==> src/sv/revq15_pkg.sv <==
`default_nettype none

package revq15_pkg;

  // delay line geometry: every line holds 2**LINE_AW words
  localparam int LINE_AW = 12;
  localparam int COMB_AW = LINE_AW + 2;
  localparam int DIFF_AW = LINE_AW + 1;

  // fixed diffuser delays in samples
  localparam int DIFF_ONE_DELAY = 240;
  localparam int DIFF_TWO_DELAY = 590;

  // configuration port
  localparam int CFG_AW = 3;
  localparam int CFG_DW = 16;

  // register reset values
  localparam logic signed [15:0] GAIN_RST = 16'sd27525;
  localparam logic [14:0]        WET_RST  = 15'd16384;
  localparam logic [11:0]        DLY_A_RST = 12'd1425;
  localparam logic [11:0]        DLY_B_RST = 12'd1780;
  localparam logic [11:0]        DLY_C_RST = 12'd1972;
  localparam logic [11:0]        DLY_D_RST = 12'd2097;

  // output queue
  localparam int OUTQ_DEPTH = 4;
  localparam int OUTQ_AW = $clog2(OUTQ_DEPTH);

  typedef enum logic [CFG_AW-1:0] {
    REG_ENABLE  = 3'd0,
    REG_GAIN    = 3'd1,
    REG_WET     = 3'd2,
    REG_DELAY_A = 3'd3,
    REG_DELAY_B = 3'd4,
    REG_DELAY_C = 3'd5,
    REG_DELAY_D = 3'd6
  } cfg_reg_t;

  typedef logic signed [15:0] sample_t;

  typedef struct packed {
    logic    vld;
    sample_t data;
  } push_t;

endpackage

`default_nettype wire

==> src/sv/revq15_outq.sv <==
`default_nettype none

// small result queue between the datapath and the output channel
module revq15_outq (
  input  logic                 clk,
  input  logic                 rst_n,
  input  revq15_pkg::push_t    push,
  output logic                 out_valid,
  input  logic                 out_stall,
  output revq15_pkg::sample_t  out_sample
);

  revq15_pkg::sample_t                q_r [revq15_pkg::OUTQ_DEPTH];
  logic [revq15_pkg::OUTQ_AW-1:0]     wr_r;
  logic [revq15_pkg::OUTQ_AW-1:0]     rd_r;
  logic [revq15_pkg::OUTQ_AW:0]       cnt_r;
  logic [revq15_pkg::OUTQ_AW:0]       cnt_nxt;
  logic                               pop;

  function automatic logic [revq15_pkg::OUTQ_AW-1:0] ptr_inc(
    input logic [revq15_pkg::OUTQ_AW-1:0] p
  );
    if (p == revq15_pkg::OUTQ_AW'(revq15_pkg::OUTQ_DEPTH - 1)) begin
      return '0;
    end
    return p + 1'b1;
  endfunction

  assign out_valid  = (cnt_r != '0);
  assign out_sample = q_r[rd_r];
  assign pop        = out_valid && !out_stall;

  // occupancy
  always_comb begin
    cnt_nxt = cnt_r;
    if (push.vld && !pop) begin
      cnt_nxt = cnt_r + 1'b1;
    end else if (!push.vld && pop) begin
      cnt_nxt = cnt_r - 1'b1;
    end
  end

  // pointers and count
  always_ff @(posedge clk) begin
    if (!rst_n) begin
      wr_r  <= '0;
      rd_r  <= '0;
      cnt_r <= '0;
    end else begin
      cnt_r <= cnt_nxt;
      if (push.vld) begin
        wr_r <= ptr_inc(wr_r);
      end
      if (pop) begin
        rd_r <= ptr_inc(rd_r);
      end
    end
  end

  // queue storage
  always_ff @(posedge clk) begin
    if (push.vld) begin
      q_r[wr_r] <= push.data;
    end
  end

endmodule

`default_nettype wire

==> config.mk <==
export PLATFORM = sky130hd
export DESIGN_NAME = revq15_outq
export DESIGN_NICKNAME = d
export VERILOG_FILES = /design/src/sv/revq15_pkg.sv /design/src/sv/revq15_outq.sv
export SDC_FILE = /design/constraint.sdc
export NUM_CORES = 1
export LEC_CHECK = 0
export ABC_AREA = 1
export BUFFER_PORTS_ARGS = -buffer_cell sky130_fd_sc_hd__clkbuf_2
export CORE_MARGIN = 5
export CORE_UTILIZATION = 40
export CTS_CLUSTER_DIAMETER = 30
export DETAILED_ROUTE_END_ITERATION = 6
export PLACE_DENSITY = 0.57
export SETUP_SLACK_MARGIN = 0.1
export SYNTH_ARGS = -nofsm -noshare
export SYNTH_HDL_FRONTEND = slang
export SYNTH_SLANG_ARGS = --single-unit
==> constraint.sdc <==
create_clock -name clk -period 4.25 [get_ports clk]
set_input_delay 0.6375 -clock clk [delete_from_list [all_inputs] [get_ports clk]]
set_output_delay 0.6375 -clock clk [all_outputs]
set_load 0.02 [all_outputs]
==> flow_summary.ini <==
[status]
outcome = completed

[setup_path]
regToRegSetupSlack_ps = 2530
r2r_cells = 11
worst_r2r_endpoint = cnt_r[2]
start_kind = register
critPathBufInv = 3
path_delay_family = buffers and inverters
slowest_delay_ps = 440
critPathCaptureType = output port
cp.arrival_ps = 1880
criticalPathCategory = reg2out
crit_path_cell_trace = buf_4 > inv_2 > o21ai_0 > o22ai_1 > clkbuf_2
slowest_stage = inv_2
crit_path_max_fanout = 33
critical_path_required_ps = 3610
r2r_start = cnt_r[0]

[global_routing]
grt.overflow.total = 0
grt_max_degree = 34
grt_pass1_wl_um = 8514
grt_pass1_vias = 1738
antenna_found_initial = 0
grt_usage = 0.1316

[detailed_routing]
wl_per_cell_um = 14.60
dr.pass1.iters = 4
drtIter0Drc = 145
drc = 0
drt-total-wl_um = 5242
vias = 1707
drtAntennaViolNets = 0
vias_per_cell = 4.755

[cells_and_area]
final_nets = 285
drive_gt1_frac = 0.2167
diodes = 0
finish.utilization = 0.4815
fill_cells = 632
area_growth_pct = 16.22

[power]
peakVddDrop_v = 0.0003507
power.switching_uw = 671.9
seqPwrFrac = 0.446
p_clk_frac = 0.266
p_per_area_mw_per_mm2 = 597.2
total_power_mw = 1.964
p_leak_nw = 1.248
p_int_mw = 1.292
switching_share = 0.3421
pwr-share-comb = 0.287

[yosys]
synth-edff-count = 64
synth_most_common_cell = edfxtp_1
ys_top_cells_by_count = 64 x edfxtp_1, 42 x nor2_1, 28 x o21ai_1
synthCells = 218
async_flop_share = 0
dominantRegCellSynth = edfxtp_1
yosys.area.top_type_share = 0.6790
synth-seq-cells = 73
yosysSeqAreaShare = 0.7427
syn_nets = 245
yosys-top-cells-area = edfxtp_1 68%, dfxtp_1 6.4%, nor2_1 5.6%, o21ai_1 5.0%, o22ai_1 3.5%
synth.avg_cell_area_sq_um = 12.98
synth_area_leader_cell = edfxtp_1
yosys.cell_types.count = 19
syn_area_sq_mm = 0.002830
ys_warn_count = 0

[cts]
worstSkewPairLatency_ps = 340
clk_pin_slew_ps = 80
numCtsBuffers = 9
hold_buffers = 0
clockBufferDepth = 2
cts_tree = done
post_cts_resized = 0
htreeDepth = 3
cts_root_buf = clkbuf_8
cts.sinks = 73
post_cts_buffers = 0

[sta]
rsz0062_at_grt = no
slew_viol_final = 0
max_freq_mhz = 397.3
relSlewSlack = 0.4736
period_minus_slack_ps = 2517
finalSetupViolations = 0
finalClockSkew_ps = 7.558
setup_tns_ps = 0
hold_viol_final = 0
fin_ws_ps = 1733
worstMarginPinSlew_ps = 788.7
hold-worst-slack_ps = 516.6
period_share = 0.5923

[floorplanning]
coreArea_sq_mm = 0.006832
start_util = 0.4143
fp.dieW_um = 94.12
fp.dieH_um = 94.12
io-pin-count = 37
rows = 30
die-area_sq_mm = 0.008858

[hold_path]
worstHoldPathType = in2reg
hold_start = push[4]
min_path_cells = 1
worstHoldEndpoint = q_r[1][4]

[placed_design]
place_ws_ps = 2085
dp_hpwl_um = 3259
gp_congestion = 0.7401
numPortBuffers = 36

[flow_run]
max_cap_viol_count = 0
-- final cells by class --
type                       instances  area (sq um)  area share
clock buffer                      10         127.6     0.03880
clock inverter                     6         68.82     0.02092
inverter                          17         63.81     0.01940
multi-input combinational        120         619.3      0.1883
sequential                        73          2102      0.6390
tap                               96         120.1     0.03652
timing repair buffer              37         187.7     0.05706
-- worst max-delay path by stage --
stage,from,to,depth (start not counted)
floorplan,out_stall,cnt_r[1],7
global placement,register,out_sample[6],5
detailed placement,register,out_sample[10],5
CTS,register,out_sample[10],5
global route,register,out_sample[10],5
finish,register,out_sample[10],5
-- routing by layer --
layer	track usage	vias up	share of wire	wire, um
met4	0.05054	0	0.0097	51
met5	0	-	0	0
li1	-	860	-	-
met3	0.05609	4	0.061	319
met1	0.1528	800	0.44	2324
met2	0.2153	43	0.49	2546
-- metrics by stage --
stage	std cells	area, sq um
2_1_floorplan	218	2830
3_5_place_dp	343	3093
6_report	359	3289
3_3_place_gp	343	3093
4_1_cts	359	3289
5_1_grt	359	3289
-- state kept, by name (all words and copies together), names as in the netlist, named ones only --
| register | cells |
|---|---|
| q_r | 64 |
| cnt_r | 3 |
| rd_r | 2 |
| wr_r | 2 |
-- power by group through the flow --
stage	Combinational (mW)	Sequential [mW]	Clock, mW
6_report	0.564	0.877	0.523
2_1_floorplan	0.416	0.879	0
5_1_grt	0.638	0.885	0.572
4_1_cts	0.574	0.878	0.542
3_5_place_dp	0.571	0.894	0
3_3_place_gp	0.564	0.892	0
-- cell families (layout without fill, tap and decap cells) --
family / count (synthesis) / in the layout / synth area share
AO/OA/AOI/OAI: 53 / 53 / 0.1008
XOR/XNOR: 1 / 1 / 0.003095
adder cells (fa/ha/maj): 7 / 7 / 0.03360
buffers and inverters: 25 / 70 / 0.03846
flip-flops: 73 / 73 / 0.7427
AND/OR/NAND/NOR: 59 / 59 / 0.08134
-- cell usage in the layout (no fill, tap or decap) --
cell | netlist | layout
a21oi_1 | 3 | 3
buf_4 | 2 | 1
bufinv_16 | 0 | 1
clkbuf_1 | 0 | 1
clkbuf_2 | 0 | 36
clkbuf_8 | 0 | 9
clkinv_2 | 0 | 1
clkinv_4 | 0 | 3
clkinvlp_4 | 0 | 1
dfxtp_1 | 9 | 9
edfxtp_1 | 64 | 64
fa_1 | 1 | 1
ha_1 | 6 | 6
inv_1 | 12 | 12
inv_2 | 5 | 5
nand2_1 | 13 | 13
nand3_1 | 1 | 1
nand3b_1 | 1 | 1
nand4_1 | 1 | 1
nor2_1 | 42 | 42
nor3_1 | 1 | 1
o21ai_0 | 6 | 6
o21ai_1 | 28 | 28
o22ai_1 | 16 | 16
xor2_1 | 1 | 1
No activity file was read; power rests on OpenSTA's default activity.
